===== src/ljp_pkg.sv =====
`timescale 1ns / 1ps
`default_nettype none
// ----------------------------------------------------------------------------
// ljp_pkg
// Shared types, constants and saturating fixed-point helpers of the
// Lennard-Jones pair force block.
// ----------------------------------------------------------------------------
package ljp_pkg;

	localparam int MAX_PARTICLES_DEF = 64;
	localparam int QUEUE_DEPTH       = 2;
	localparam int ADDR_W            = 5;
	localparam int OUT_DATA_W        = 232;

	localparam logic signed [31:0] SAT_MAX = 32'sh7fffffff;
	localparam logic signed [31:0] SAT_MIN = 32'sh80000000;
	localparam logic signed [67:0] Q_ONE   = 68'sd65536;

	// register indexes
	localparam logic [2:0] REG_BOX_LENGTH   = 3'd0;
	localparam logic [2:0] REG_CUTOFF_SQ    = 3'd1;
	localparam logic [2:0] REG_THREE_D      = 3'd2;
	localparam logic [2:0] REG_ENERGY_SHIFT = 3'd3;
	localparam logic [2:0] REG_ENERGY_TAIL  = 3'd4;
	localparam logic [2:0] REG_PRESS_TAIL   = 3'd5;
	localparam logic [2:0] REG_KIN_PRESS    = 3'd6;
	localparam logic [2:0] REG_INV_DIM_VOL  = 3'd7;

	typedef struct packed {
		logic [23:0]        box_length;
		logic [31:0]        cutoff_sq;
		logic               three_d;
		logic signed [31:0] energy_shift;
		logic signed [31:0] energy_tail;
		logic signed [31:0] pressure_tail;
		logic [30:0]        kinetic_pressure;
		logic [31:0]        inv_dim_volume;
	} cfg_t;

	// one particle on its way from the loader to the engine
	typedef struct packed {
		logic [15:0] pos_z;
		logic [15:0] pos_y;
		logic [15:0] pos_x;
		logic        store;
		logic        last;
		logic        dropped;
	} entry_t;

	typedef struct packed {
		logic               ovf;
		logic signed [31:0] v;
	} sat_t;

	function automatic sat_t sat32(input logic signed [67:0] v);
		sat_t r;
		if (v > 68'(SAT_MAX)) begin
			r.ovf = 1'b1;
			r.v   = SAT_MAX;
		end else if (v < 68'(SAT_MIN)) begin
			r.ovf = 1'b1;
			r.v   = SAT_MIN;
		end else begin
			r.ovf = 1'b0;
			r.v   = v[31:0];
		end
		return r;
	endfunction

	// product back to Q16.16, floor, saturated
	function automatic sat_t qmul(input logic signed [65:0] p);
		logic signed [65:0] s;
		s = p >>> 16;
		return sat32(68'(s));
	endfunction

endpackage
`default_nettype wire


===== src/ljp_fifo.sv =====
`timescale 1ns / 1ps
`default_nettype none
// ----------------------------------------------------------------------------
// ljp_fifo
// Short particle queue between the loader and the pair engine.
// ----------------------------------------------------------------------------
module ljp_fifo (
	input  wire logic            clk,
	input  wire logic            arst_n,
	input  wire logic            push,
	input  wire ljp_pkg::entry_t push_data,
	output logic                 full,
	input  wire logic            pop,
	output ljp_pkg::entry_t      pop_data,
	output logic                 valid
);

	localparam int D  = ljp_pkg::QUEUE_DEPTH;
	localparam int PW = $clog2(D);
	localparam int CW = $clog2(D + 1);

	ljp_pkg::entry_t slot_q [D];
	logic [PW-1:0]   wr_q, rd_q;
	logic [CW-1:0]   cnt_q;
	logic            do_push, do_pop;

	assign full     = (cnt_q == CW'(D));
	assign valid    = (cnt_q != '0);
	assign do_push  = push && !full;
	assign do_pop   = pop && valid;
	assign pop_data = slot_q[rd_q];

	always_ff @(posedge clk or negedge arst_n) begin
		if (!arst_n) begin
			wr_q  <= '0;
			rd_q  <= '0;
			cnt_q <= '0;
		end else begin
			if (do_push) wr_q <= (wr_q == PW'(D - 1)) ? '0 : wr_q + PW'(1);
			if (do_pop) rd_q <= (rd_q == PW'(D - 1)) ? '0 : rd_q + PW'(1);
			if (do_push && !do_pop) cnt_q <= cnt_q + CW'(1);
			else if (do_pop && !do_push) cnt_q <= cnt_q - CW'(1);
		end
	end

	always_ff @(posedge clk) begin
		if (do_push) slot_q[wr_q] <= push_data;
	end

endmodule
`default_nettype wire


===== config.mk =====
export PLATFORM = sky130hd
export DESIGN_NAME = ljp_fifo
export DESIGN_NICKNAME = d
export VERILOG_FILES = /design/src/ljp_pkg.sv /design/src/ljp_fifo.sv
export SDC_FILE = /design/constraint.sdc
export NUM_CORES = 1
export LEC_CHECK = 0
export ABC_AREA = 0
export BUFFER_PORTS_ARGS = -buffer_cell sky130_fd_sc_hd__buf_2
export CORE_MARGIN = 4
export CORE_UTILIZATION = 44
export DETAILED_ROUTE_END_ITERATION = 10
export PLACE_DENSITY = 0.65
export SYNTH_ARGS = -nofsm -noshare
export SYNTH_HDL_FRONTEND = slang
export SYNTH_SLANG_ARGS = --single-unit
export TNS_END_PERCENT = 5

===== constraint.sdc =====
create_clock -name clk -period 4.9 [get_ports clk]
set_clock_uncertainty 0.15 [all_clocks]
set_input_delay 0.49 -clock clk [delete_from_list [all_inputs] [get_ports clk]]
set_output_delay 0.49 -clock clk [all_outputs]
set_load 0.01 [all_outputs]

# Word level (Yosys, flattened, before mapping)
# Memories as Yosys holds them, arrays and structs flattened.
# Index checks and enable logic that the tools add are counted.
# word_totals
out_inout_bits	53
reg_bits	4
mem_count	1
word_cells	24
ram_bits	102
input_bits	55
# classes
n_eq_ne	1
add_sub_neg	4
n_reduce_logical	9
mux	6
# memory_table
name	words	width	read_ports	rd_clocked_by_memory_dff	write_ports	line	source
slot_q	2	51	1	0	1	ljp_fifo.sv:22	ljp_pkg::entry_t slot_q [D];
# ops
operator	count
$logic_and 1x1->1	4
$mux 1	4
$mux 2	2
$reduce_bool 2->1	2
$logic_not 1->1	3
$add 1x1->1 const B	2
$add 2x1->2 const B	1
$eq 2x2->1 const B	1
$sub 2x1->2 const B	1

# Depth between registers and ports, before layout
# logic_depth
depth_word	7
mapped_depth	7
depth_no_buf	7

# Least setup slack after synthesis
# Ideal clock, no wire load.
# synth_path
path_type	flip-flop to flip-flop
from	register cnt_q[0]
to	memory slot_q[0][0] (netlist name), enable pin
path_stages_with_launch	4
setup_slack_ps	1528
period_less_slack_ps	3372
path_buffers	0
arrival_ps	2762
setup_time_ps	460
t_required_ps	4290
cell_sequence	dfrtp_1 -> nand2b_1 -> nand2_1 -> nor2_1
# synth_via
elab_chain_cells	5
# synth_rtl
element	line	source
start: declaration	ljp_fifo.sv:24	logic [CW-1:0] cnt_q;
start signal: assignment	ljp_fifo.sv:41	if (do_push && !do_pop) cnt_q <= cnt_q + CW'(1);
start signal: assignment	ljp_fifo.sv:42	else if (do_pop && !do_push) cnt_q <= cnt_q - CW'(1);
$eq 2x2->1	ljp_fifo.sv:27	assign full = (cnt_q == CW'(D));
$logic_not 1->1	ljp_fifo.sv:29	assign do_push = push && !full;
$logic_and 1x1->1	ljp_fifo.sv:29	
$mux 1	ljp_fifo.sv:47	if (do_push) slot_q[wr_q] <= push_data;
$mux 1 (implied by the code)	ljp_fifo.sv:47	
end: declaration	ljp_fifo.sv:22	
# No other way between the ends.

==> summary.md <==
| Metric | Value |
|---|---|
| IO Pins | around 110 |
| Dpl cells | 392 |
| Buffers added on ports | 107 |
| CP Class | reg -> out |
| Post-Synth XOR/XNOR Area | 0.0106 |
| Post-synthesis mux area share | 0.184 |
| Netlist cell types | 15 |
| GPL Wtd Cong | between 0.6 and 0.7 |
| Final Cycle Share | 0.539 |
| WL/cell | roughly 16 um |
| Mapped cell area | 4130 sq um |
| PwrDens | 582 nW/um^2 |
| Design area | around 5000 sq um |
| Simple-gate portion of the synthesized area | 0.00818 |
| CP endpoint kind | primary output |
| CP Launch Type | register |
| Rel. slew slack | 0.351 |
| Num CTS Buffers | 9 |
| Worst EP required | 4.26 ns |
| Routed via count | about 1900 |
| Status | complete, no violations |
| Core ar. | about 9000 sq um |
| Die Ht | ~100 um |
| Root Buffer | clkbuf_8 |
| Fmax | 378 MHz |
| Remaining DRCs | 0 |
| Synth warn | 0 |
| Area leader, netlist | edfxtp_1 |
| Die width | between 100 and 150 um |
| Pleak | approximately 2.0 nW |
| Vias in the first global route | between 2000 and 2500 |
| Synth top area share | 0.742 |
| Post-Route WL | roughly 6500 um |
| Dpl cell area | 4720 sq um |
| GRT overflow | 0 |
| DR iter-0 viols | 51 |
| Initial antenna violation count | 0 |
| Final setup viols | 0 |
| Critical Path AT | 2.00 ns |
| Crit-path max FO | 52 |
| Final Power | roughly 2.9 mW |
| Hold WC Path Type | in -> reg |
| Main area contributors after synthesis | edfxtp_1, mux2_4, buf_12 |
| H-tree lvl count | 3 |
| Worst-Margin Slew | 0.974 ns |
| Ant. Diodes | 0 |
| Drt pass-1 iters | 3 |
| Post-route ant nets | 0 |
| GRT Resource Usage Total | 0.124 |
| Clk_lat worst skew | roughly 0.34 ns |
| Layout cells sized above 1 | 0.593 |
| Layout area overhead | 19.8% |
| Register area share after synthesis | 0.766 |
| Clock Path Buffers | 2 |
| Sum Neg Setup Slack | 0 ns |
| Largest family of logic cells by synthesized area | multiplexers |
| Post-synthesis adder-cell area fraction | 0.00303 |
| Place WS | 2.60 ns |
| Final hold vios | 0 |
| CTS tree | built |
| Register bit count reported by yosys | 106 |
| Final #Nets | 349 |
| Cell row count | 35 |
| Largest net degree at the start of global routing | 53 |
| Post-synthesis compound-gate area fraction | 0 |
| Net Count, Synth | ~230 |
| Mapped Cells | 178 |
| Post-route minimum period | between 2 and 3 ns |
| Max Cap Viol | 0 |
| Fin. max-slew vios | 0 |
| Avg Cell Area, Syn | 23.2 sq um |
| Commonest non-fill, non-tap cell in the layout | buf_2 |
| Vias/cell | 4.73 |
| RSZ-0062 raised after global routing | false |
| Die ar. | roughly 11000 sq um |
| Commonest non-fill, non-tap cells in the layout | buf_2, edfxtp_1, mux2_4, clkbuf_8 |
| Fillers | 751 |
| Clk slew on worst S/H paths | approximately 0.09 ns |
| First-pass GRT wire length | between 10000 and 15000 um |
| Final WS setup | 2.26 ns |
| Initial Util | 0.449 |
| Clock sinks | between 100 and 150 |
| VDD IR-drop max | between 300 and 400 uV |
| Post-route insts no fill | ~400 |
==> worst max-delay path: stages (launching register included) <==
cell,delay (ns)
dfrtp_4,1.06
mux2_2,0.42
buf_2,0.14
==> synthesized netlist by cell type <==
cell type and number:
inv_1 2, buf_12 5, mux2_4 49, dfrtp_1 4, nand2_1 2, xor2_1 2, and3_1 1, nand2b_1 1
buf_6 1, xnor2_1 3, mux2_2 2, nor2_1 2, ha_1 1, or2_1 1, edfxtp_1 102
==> report_power, final <==
group | leakage (nW) | switching [mW] | internal (mW)
registers | 0.993 | 0.170 | 1.24
clock network | 0.109 | 0.261 | 0.329
logic | 0.904 | 0.373 | 0.504
total | 2.01 | 0.805 | 2.07
==> cells by family (layout without fill, tap and decap cells) <==
logic type	after synthesis	after routing
xor gates and xnor gates	5	5
adders and majority gates	1	1
buffers and inverters	8	125
DFF	106	106
muxes	51	51
and+or+nand+nor	7	7
==> layout make-up <==
class,count,area [sq um],share of cell area
clock buffer,9,124,0.0250
clock inverter,4,93.8,0.0190
inverter,2,7.51,0.00152
multi-input combinational,64,857,0.173
sequential,106,3170,0.640
tap,111,139,0.0281
timing repair buffer,110,561,0.113
==> layer usage <==
metal	share of wire	GRT usage	routed length, um
met1	0.43	0.158	2800
met4	0.013	0.0450	85
met2	0.49	0.197	3210
met5	0	0	0
met3	0.063	0.0439	410
==> flip-flops by register name, indices dropped and copies added (netlist names) <==
| register | flops |
|---|---|
| cnt_q | 2 |
| rd_q | 1 |
| slot_q | 102 |
| wr_q | 1 |
==> final timing paths <==
| kind | startpoint | end | slack [ns] | cells after the start |
|---|---|---|---|---|
| worst min-delay path | push_data[43] | slot_q[1][43] | 0.18 | 1 |
| worst max register to register | cnt_q[0] | slot_q[0][1] | 2.72 | 4 |
| min in group asynchronous | arst_n | rd_q | 0.32 | 2 |
| max in group asynchronous | arst_n | rd_q | 4.15 | 2 |
| worst max-delay path | rd_q | pop_data[34] | 2.26 | 2 |
| worst min register to register | cnt_q[1] | cnt_q[1] | 0.35 | 1 |
==> timing repair <==
item | CTS | global route
buffers inserted | 0 | 0
gates resized for setup | 0 | 0
hold endpoints to repair | 4 | 0
hold buffers | 1 | 0
==> through the flow <==
stage,utilization,hold slack [ns]
after floorplan,-,0.0444
after global placement,0.513,0.152
after detailed placement,0.513,0.151
after CTS,0.538,0.148
after global routing,0.538,0.144
final,0.538,0.175
Note: power is estimated with default switching activity, not from simulation.
