`src/ljp_pkg.sv`:
```
`timescale 1ns / 1ps
`default_nettype none
// ----------------------------------------------------------------------------
// ljp_pkg
// Shared types, constants and saturating fixed-point helpers of the
// Lennard-Jones pair force block.
// ----------------------------------------------------------------------------
package ljp_pkg;

	localparam int MAX_PARTICLES_DEF = 64;
	localparam int QUEUE_DEPTH       = 2;
	localparam int ADDR_W            = 5;
	localparam int OUT_DATA_W        = 232;

	localparam logic signed [31:0] SAT_MAX = 32'sh7fffffff;
	localparam logic signed [31:0] SAT_MIN = 32'sh80000000;
	localparam logic signed [67:0] Q_ONE   = 68'sd65536;

	// register indexes
	localparam logic [2:0] REG_BOX_LENGTH   = 3'd0;
	localparam logic [2:0] REG_CUTOFF_SQ    = 3'd1;
	localparam logic [2:0] REG_THREE_D      = 3'd2;
	localparam logic [2:0] REG_ENERGY_SHIFT = 3'd3;
	localparam logic [2:0] REG_ENERGY_TAIL  = 3'd4;
	localparam logic [2:0] REG_PRESS_TAIL   = 3'd5;
	localparam logic [2:0] REG_KIN_PRESS    = 3'd6;
	localparam logic [2:0] REG_INV_DIM_VOL  = 3'd7;

	typedef struct packed {
		logic [23:0]        box_length;
		logic [31:0]        cutoff_sq;
		logic               three_d;
		logic signed [31:0] energy_shift;
		logic signed [31:0] energy_tail;
		logic signed [31:0] pressure_tail;
		logic [30:0]        kinetic_pressure;
		logic [31:0]        inv_dim_volume;
	} cfg_t;

	// one particle on its way from the loader to the engine
	typedef struct packed {
		logic [15:0] pos_z;
		logic [15:0] pos_y;
		logic [15:0] pos_x;
		logic        store;
		logic        last;
		logic        dropped;
	} entry_t;

	typedef struct packed {
		logic               ovf;
		logic signed [31:0] v;
	} sat_t;

	function automatic sat_t sat32(input logic signed [67:0] v);
		sat_t r;
		if (v > 68'(SAT_MAX)) begin
			r.ovf = 1'b1;
			r.v   = SAT_MAX;
		end else if (v < 68'(SAT_MIN)) begin
			r.ovf = 1'b1;
			r.v   = SAT_MIN;
		end else begin
			r.ovf = 1'b0;
			r.v   = v[31:0];
		end
		return r;
	endfunction

	// product back to Q16.16, floor, saturated
	function automatic sat_t qmul(input logic signed [65:0] p);
		logic signed [65:0] s;
		s = p >>> 16;
		return sat32(68'(s));
	endfunction

endpackage
`default_nettype wire

```
`src/ljp_front.sv`:
```
`timescale 1ns / 1ps
`default_nettype none
// ----------------------------------------------------------------------------
// ljp_front
// Particle loader: counts the batch, drops particles past capacity and
// queues the rest, and always the batch's last particle, for the pair engine.
// ----------------------------------------------------------------------------
module ljp_front #(
	parameter int MAX_PARTICLES = ljp_pkg::MAX_PARTICLES_DEF
) (
	input  wire logic        clk,
	input  wire logic        arst_n,
	input  wire logic        s_tvalid,
	output logic             s_tready,
	input  wire logic [47:0] s_tdata,   // pos_x, pos_y, pos_z
	input  wire logic        s_tlast,   // last_particle
	input  wire logic        q_full,
	output logic             q_push,
	output ljp_pkg::entry_t  q_data
);

	localparam int CW = $clog2(MAX_PARTICLES + 1);

	logic [CW-1:0] cnt_q;
	logic          drop_q;
	logic          acc, store;

	assign s_tready = !q_full;
	assign acc      = s_tvalid && s_tready;
	assign store    = (cnt_q < CW'(MAX_PARTICLES));
	assign q_push   = acc && (store || s_tlast);

	always_comb begin
		q_data.pos_x   = s_tdata[15:0];
		q_data.pos_y   = s_tdata[31:16];
		q_data.pos_z   = s_tdata[47:32];
		q_data.store   = store;
		q_data.last    = s_tlast;
		q_data.dropped = drop_q || !store;
	end

	always_ff @(posedge clk or negedge arst_n) begin
		if (!arst_n) begin
			cnt_q  <= '0;
			drop_q <= 1'b0;
		end else if (acc) begin
			if (s_tlast) begin
				cnt_q  <= '0;
				drop_q <= 1'b0;
			end else if (store) begin
				cnt_q <= cnt_q + CW'(1);
			end else begin
				drop_q <= 1'b1;
			end
		end
	end

endmodule
`default_nettype wire

```
`config.mk`:
```
export PLATFORM = sky130hd
export DESIGN_NAME = ljp_front
export DESIGN_NICKNAME = d
export VERILOG_FILES = /design/src/ljp_pkg.sv /design/src/ljp_front.sv
export SDC_FILE = /design/constraint.sdc
export NUM_CORES = 1
export LEC_CHECK = 0
export ABC_AREA = 1
export BUFFER_PORTS_ARGS = -buffer_cell sky130_fd_sc_hd__buf_2
export CAP_MARGIN = 20
export CORE_UTILIZATION = 31
export CTS_CLUSTER_DIAMETER = 30
export CTS_CLUSTER_SIZE = 16
export DETAILED_ROUTE_END_ITERATION = 10
export PLACE_DENSITY = 0.89
export SETUP_SLACK_MARGIN = 0.2
export SYNTH_ARGS = -nofsm -noshare
export SYNTH_HDL_FRONTEND = slang
export SYNTH_SLANG_ARGS = --single-unit
```
`constraint.sdc`:
```
create_clock -name clk -period 1.94 [get_ports clk]
set_clock_uncertainty 0.2 [all_clocks]
set_input_delay 0.097 -clock clk [delete_from_list [all_inputs] [get_ports clk]]
set_output_delay 0.097 -clock clk [all_outputs]
set_load 0.01 [all_outputs]
```
# --- Yosys cells after proc, flatten, opt, wreduce, memory -nomap -nowiden ---
# Index checks and enable logic that the tools add are counted.
# Widths: inputs -> output; s select.
totals:
  reg_bits: 8
  wordCells: 18
op_classes:
  n_addsub: 1
  n_lt_le_gt_ge: 1
  eq_ne: 1
  n_mux: 4
  reduce_logical: 9
ops:
  columns: ["operator", "n"]
  rows:
  - ["$mux 7", 2]
  - ["$add 7x1->7 const B", 1]
  - ["$lt 7x7->1 const B", 1]
  - ["$reduce_and 2->1", 2]
  - ["$logic_and 1x1->1", 2]
  - ["$logic_not 1->1", 2]
  - ["$logic_or 1x1->1", 2]
  - ["$mux 1", 2]
  - ["$ne 2x2->1 const B", 1]
  - ["$reduce_bool 2->1", 1]

# --- Depth between registers and ports, before layout ---
# Gate-level depths: netlist (run 1).
depth:
  depth_word: 3
  depth_mapped: 6
  ltp_nobuf: 6

# --- Least setup slack after synthesis (run 1) ---
# OpenSTA, ideal clock, no wires.
synth_timing:
  path_type: "flip-flop to flip-flop"
  startpoint: "register cnt_q[0]"
  endpoint: "register cnt_q[4]"
  t_arrival_ns: 1.118
  setup_slack_ns: 0.503
  stages_incl_launch_ff: 7
  synth_period_minus_slack_ns: 1.437
  path_cell_list: "dfrtp_1 -> ha_1 -> nand2_1 -> nor2_1 -> or2_2 -> nand4_1 -> nand2_1"
synth_between:
  elab_chain_len: 3
  elab_cells_between_ends: 6
synth_rtl:
  columns: ["element", "line_no", "rtl"]
  rows:
  - ["start, declared", "ljp_front.sv:24", "logic [CW-1:0] cnt_q;"]
  - ["start signal, assigned", "ljp_front.sv:51", "cnt_q <= cnt_q + CW'(1);"]
  - ["$add 7x1->7 / $lt 7x7->1 (equally long branches)", "ljp_front.sv:51, ljp_front.sv:30", null]
  - ["$mux 7 / $reduce_bool 2->1 (equally long branches)", null, null]
  - ["$mux 7 / $reduce_and 2->1 (equally long branches)", null, null]
# Parallel ways exist; a longest one is shown, timed or not. The select of a mux whose other input is x is not followed.
# A chain may end at the register's enable or synchronous reset.

# --- Final worst setup path (run 1) ---
layout_timing:
  startpoint: "input port s_tlast"
  endpoint: "output port q_push"
layout_between:
  elab_chain_len: 2
layout_rtl:
  columns: ["element", "line_no", "rtl"]
  rows:
  - ["start, declared", "ljp_front.sv:16", "input wire logic s_tlast,"]
  - ["$logic_or 1x1->1", "ljp_front.sv:31", "assign q_push = acc && (store || s_tlast);"]
  - ["$logic_and 1x1->1", "ljp_front.sv:31", null]
  - ["end, declared", "ljp_front.sv:18", "output logic q_push,"]
# No other way between the ends.

==> impl_results.md, run 1 <==
* Crit start category: primary input
* Unrepaired setup endpoints after global routing: no
* Number of global-route vias before repair at 493
* Port Buffers at 9
* Period utilisation layout at 83.2%
* Crit path kind: in2out
* Worst-margin pin slew at 391 ps
* Crit path time final at 1610 ps
* Final hold vios at 0
* Worst Hold Class: in2async
* Slew Limit Fails at 0
* Drt pass-1 iters at 4
* Maxcap violations at 0
* Highest Clock Rate at 620 MHz
* DR DRC count at 0
* Final #Nets at 173
* Crit-path most repeated cell: buf_2
* R2R depth at 6
* Critical Path Max Stage Delay at 520 ps
* Lkg Pwr at 0.494 nW
* GP Congestion at 0.778
* Final setup vio count at 0
* Global-route wire length before repair at 2100 um
* Top delay family on crit path: buffers and inverters
* Cells along the critical path: dlygate4sd3_1 -> buf_2 -> inv_1 -> a21oi_4 -> buf_2
* Share of the synthesized area in the top cell type at 46.2%
* Via count at 654
* Detailed placer's ending HPWL at 801 um
* ANT nets after route at 0
* R2R Path End: cnt_q[4]$_DFFE_PN0P_
* Worst path slowest cell: dlygate4sd3_1
* Initial Util at 32.8%
* CTS Buf Count at 3
* WL final at 1500 um
* Top cells by area, synth: buf_4 (46%), dfrtp_1 (25%), nand2_1 (7.4%)
* Reg clk slew, reported paths at 60 ps
* RR Startpoint: cnt_q[0]$_DFFE_PN0P_
* Reg2Reg Setup Slack at 440 ps
* Unique masters post-synth at 17
* Root Driver: clkbuf_4
* Setup TNS Final at 0 ps
* Routed WL per cell at 10.2 um
* Crit path max fanout at 8
* Pre-CTS WS at 436 ps
* Sequential cell area fraction in the yosys report at 24.7%
* Grt ovf at 0
* Crit. End Element: output pin
* Clk Latency, worst-skew pair at 270 ps
* Maximum clock path buffer count at 2
* Area Growth Syn to Fin at 29.6%
* Final worst slack at 327 ps
* Layout cell share with drive strength beyond 1 at 12.8%
* Iter 0 DRT Violations at 9
* CTS H-tree depth at 1
* Die ar. at 2830 um2
* Cell Area, Synth at 812 um2
* Die Ht at 53.2 um
* Overall routing resource usage at 10.5%
* Vias per inst at 4.45
* Rel. slew slack at 73.7%
* Io pins at 106
* Synthesized instance count at 104
* Post-layout util at 42.5%
* Post-synth net total at 158
* Number of core rows at 18
* Ant. Diodes at 0
* Die Wd at 53.2 um
* Number of register bits inferred by synthesis at 8
* Worst VDD drop at 0.374 mV
* Overall Power at 0.522 mW
* CTS tree: yes
* Post-CTS sizing at 0
* Buf/Inv on CP at 4
* Arrival time worst endpoint at 1320 ps
* Status: finished, final reports clean
* Worst EP required at 1640 ps
* Yosys Warn Count at 0
* # Post-CTS Setup Buffers at 0
* Initial antenna violation count at 0
* CTS sink count at 8
* Leading area contributor after synthesis: buf_4
* Syn_area_per_cell at 7.81 um2
* Largest net degree at the start of global routing at 9
* Pwr per Cell Area at 496 nW/um2
* CORE AREA at 2480 um2
[layout make-up]
cell class,count,area [um2]
Fill cell,245,1430
Tap cell,30,37.5
Timing Repair Buffer,60,556
Sequential cell,8,200
Clock buffer,3,22.5
Inverter,7,26.3
Multi-Input combinational cell,39,210
[where the power goes]
part / total [mW] / internal, mW / switching [mW]
clock network: 0.133 / 0.0711 / 0.0616
registers: 0.212 / 0.186 / 0.0269
logic: 0.177 / 0.0977 / 0.0790
[cells in the final DEF, fill, tap and decap left out, drive strengths merged]
cell,synthesis,final
buf,50,9
clkbuf,0,3
a22o,1,1
nand4,5,5
ha,1,1
a21oi,2,2
nand3,3,3
nor2,4,4
a22oi,1,1
nor3,1,1
or2,1,1
inv,7,7
nand2,16,16
dlygate4sd3,0,51
xor2,1,1
o21ai,3,3
dfrtp,8,8
[metal layers]
metal  vias up  wire [um]  track usage, %
li1        305          -               -
met1       294        526            11.3
met2        53        814            18.8
met3         2        153            4.31
met4         0          9            2.63
met5         -          0               0
[worst max path at each step]
| stage | from | endpoint | slack [ps] | cells after the start |
|---|---|---|---|---|
| after floorplan | cnt_q[0]$_DFFE_PN0P_ | cnt_q[4]$_DFFE_PN0P_ | 500 | 6 |
| after global placement | cnt_q[0]$_DFFE_PN0P_ | cnt_q[4]$_DFFE_PN0P_ | 470 | 6 |
| after detailed placement | cnt_q[0]$_DFFE_PN0P_ | cnt_q[4]$_DFFE_PN0P_ | 440 | 6 |
| after CTS | s_tlast | q_push | 340 | 5 |
| after global routing | s_tlast | q_push | 240 | 5 |
| final | s_tlast | q_push | 330 | 5 |
[registers in the layout, summed over array words and instances, names as in the netlist]
signal	flops
cnt_q	7
drop_q	1
[logic make-up (layout without fill, tap and decap cells)]
kind of cell,after synthesis,in the layout,share of synthesized area (%)
buf+inv,57,70,49.5
simple gates,30,30,16.3
flops,8,8,24.7
compound gates,7,7,6.93
fa+ha+maj,1,1,1.54
xor+xnor,1,1,1.08
[what timing repair did]
item | 4_1_cts | 5_1_grt
endpoints found under the setup margin | 0 | 0
hold buffers | 51 | 0
hold endpoints to repair | 57 | 0
[Yosys cell counts, drive strengths merged]
master,instances
nand2,16
inv,7
a22oi,1
or2,1
nor2,4
dfrtp,8
a21oi,2
a22o,1
o21ai,3
ha,1
buf,50
nand4,5
nor3,1
xor2,1
nand3,3
[stage by stage]
| step | cell area (um2) | cells | hold WS, ps |
|---|---|---|---|
| 2_1_floorplan | 812 | 104 | -399 |
| 4_1_cts | 1050 | 147 | 22.7 |
| 3_5_place_dp | 519 | 93 | -251 |
| 3_3_place_gp | 519 | 93 | -253 |
| 6_report | 1050 | 147 | 2.53 |
| 5_1_grt | 1050 | 147 | 46.4 |
Note: power is estimated with default switching activity, not from simulation.
==> inputs of run 2 (changes only) <==
Settings changed: CORE_UTILIZATION 31 to 28, PLACE_DENSITY 0.89 to 0.86.
Clock period 1.94 ns to 1.4 ns, I/O delays scaled along.
==> run 2 against run 1 <==
Compared with the run above:
- the flow now finishes with violations (negative hold slack)
- utilization fell by 1.4 points
- critical path depth decreased by 2
- non-clock buffer count rose by 5
- via count is 9.5% higher
- worst setup slack lost 280 ps
- global-route usage down 0.94 points
- sequential power is 32% higher
- sequential share of layout area down 1.1 points
- flip-flop and latch count is the same
==> impl_results.md, run 2 (synthesis gave the netlist of run 1 again) <==
* Maxcap violations at 0
* DR DRC count at 0
* Worst VDD drop at 0.594 mV
* Rel. slew slack at 73.6%
* Clk Latency, worst-skew pair at 260 ps
* Worst Hold Class: in2reg
* Clock power share at 23.7%
* CTS Buf Count at 3
* Combinational fraction of design power at 40.5%
* NetSw at 0.252 mW
* Unrepaired setup endpoints after global routing: yes
* CTS tree: yes
* Vias per inst at 4.68
* Crit path max fanout at 4
* CTS sink count at 8
* Worst EP required at 1380 ps
* Arrival time worst endpoint at 1340 ps
* Switching Share at 32.3%
* Final #Nets at 178
* Detailed placer's ending HPWL at 804 um
* Port Buffers at 9
* Root Driver: clkbuf_4
* Initial antenna violation count at 0
* Ant. Diodes at 0
* Crit path time final at 1350 ps
* GR Util met2 at 16.2%
* Internal at 0.530 mW
* Slew Limit Fails at 0
* Die Wd at 55.9 um
* Most frequent cells in the layout: dlygate4sd3_1 (51), nand2_1 (14), inv_1 (6), dfrtp_1 (6), buf_2 (6)
* Reg clk slew, reported paths at 50 ps
* Io pins at 106
* CORE AREA at 2760 um2
* Biggest register: cnt_q
* ANT nets after route at 0
* Maximum clock path buffer count at 2
* Routed WL per cell at 10.9 um
* Flop pwr share at 35.9%
* Layout cell share with drive strength beyond 1 at 23.0%
* Grt ovf at 0
* Crit. End Element: flip-flop
* Cells along the critical path: nor3_1 -> nand4_1 -> o21ai_1
* Met1 GRT Util at 9.30%
* Period utilisation layout at 96.7%
* CTS H-tree depth at 1
* Failing checks: negative hold slack
* Worst path slowest cell: dfrtp_2
* Overall routing resource usage at 9.55%
* Drt pass-1 iters at 4
* GP Congestion at 0.791
* Number of fill cells at 255
* Final setup vio count at 0
* Pwr per Cell Area at 690 nW/um2
* GR peak layer: met2
* Largest net degree at the start of global routing at 9
* Iter 0 DRT Violations at 18
* Top flop regs: cnt_q: 7 flops, drop_q: 1 flops
* Initial Util at 29.4%
* Die Ht at 55.9 um
* Setup TNS Final at 0 ps
* Crit start category: flip-flop
* Most common cell after layout, fill and taps aside: dlygate4sd3_1
* Max reg flops at 7
* Area Growth Syn to Fin at 39.6%
* Lkg Pwr at 0.517 nW
* Die ar. at 3120 um2
* Highest Clock Rate at 739 MHz
* Overall Power at 0.782 mW
* Global-route wire length before repair at 2260 um
* Number of global-route vias before repair at 574
* GRT met3 Usage at 2.09%
* WHS at -80.9 ps
* Status: finished, violations left
* Number of core rows at 19
* Crit path kind: reg2reg
* Critical Path Max Stage Delay at 450 ps
* Final hold vios at 3
* Worst-margin pin slew at 393 ps
* Via count at 716
* WL final at 1670 um
-- run 2: cell count changes in the layout (fill, tap and decap cells not counted), moves of 2 or more --
cell	delta
buf_2	-3
nand2_1	-2
buf_4	+4
nand2_2	+2
dfrtp_2	+2
nor2_1	-2
nor2_2	+2
dfrtp_1	-2
buf_6	+4
-- run 2: what timing repair did --
| action | CTS | global route |
|---|---|---|
| endpoints found under the setup margin | 8 | 10 |
| gates resized for setup | 1 | 10 |
| hold buffers | 50 | 1 |
| gates cloned | 0 | 0 |
| pin swaps | 5 | 6 |
| endpoints found under the hold margin | 60 | 1 |
| buffers inserted | 2 | 1 |
-- run 2: worst paths after layout --
kind,from,to,slack [ps],cells after the start
hold reg to reg,drop_q$_DFFE_PN0P_,drop_q$_DFFE_PN0P_,340,2
max in group asynchronous,arst_n,cnt_q[6]$_DFFE_PN0P_,310,3
min in group asynchronous,arst_n,cnt_q[3]$_DFFE_PN0P_,510,3
hold / removal,q_full,drop_q$_DFFE_PN0P_,-80,4
setup reg to reg,cnt_q[6]$_DFFE_PN0P_,cnt_q[6]$_DFFE_PN0P_,50,3
setup / recovery,cnt_q[6]$_DFFE_PN0P_,cnt_q[6]$_DFFE_PN0P_,50,3
-- run 2: per-stage QoR --
step                      cells  utilization, %  worst slack [ps]  area [um2]  hold slack [ps]
after global placement       96            19.7              88.4         543             -278
final                       153            41.1              46.0        1130            -80.9
after global routing        153            41.1              17.5        1130            -34.9
after floorplan             104               -              43.8         820             -426
after CTS                   151            39.2              67.3        1080             -122
after detailed placement     96            19.7              60.4         543             -276
-- run 2: critical path, delay by kind of cell (launching register included) --
| family | cells | cell delay, ps |
|---|---|---|
| flops | 1 | 450 |
| compound gates | 1 | 110 |
| simple gates | 2 | 510 |
-- run 2: layer usage --
| layer | vias up | part of all wire (%) |
|---|---|---|
| li1 | 319 | - |
| met1 | 318 | 31 |
| met2 | 72 | 52 |
| met3 | 7 | 12 |
| met4 | 0 | 5.1 |
| met5 | - | 0 |
-- run 2: layout make-up --
type                            count  area, um2  area share, %
Sequential cell                     8        203           17.9
Timing Repair Buffer               65        616           54.3
Tap cell                           31       38.8           3.42
Clock buffer                        3       22.5           1.99
Inverter                            7       28.8           2.54
Multi-Input combinational cell     39        225           19.9
-- run 2: power groups by stage --
| stage | logic (mW) | clock network, mW | registers, mW |
|---|---|---|---|
| final | 0.316 | 0.185 | 0.280 |
| after global routing | 0.343 | 0.201 | 0.283 |
| after CTS | 0.306 | 0.187 | 0.278 |
| after detailed placement | 0.139 | 0 | 0.282 |
| after global placement | 0.134 | 0 | 0.281 |
| after floorplan | 0.207 | 0 | 0.292 |
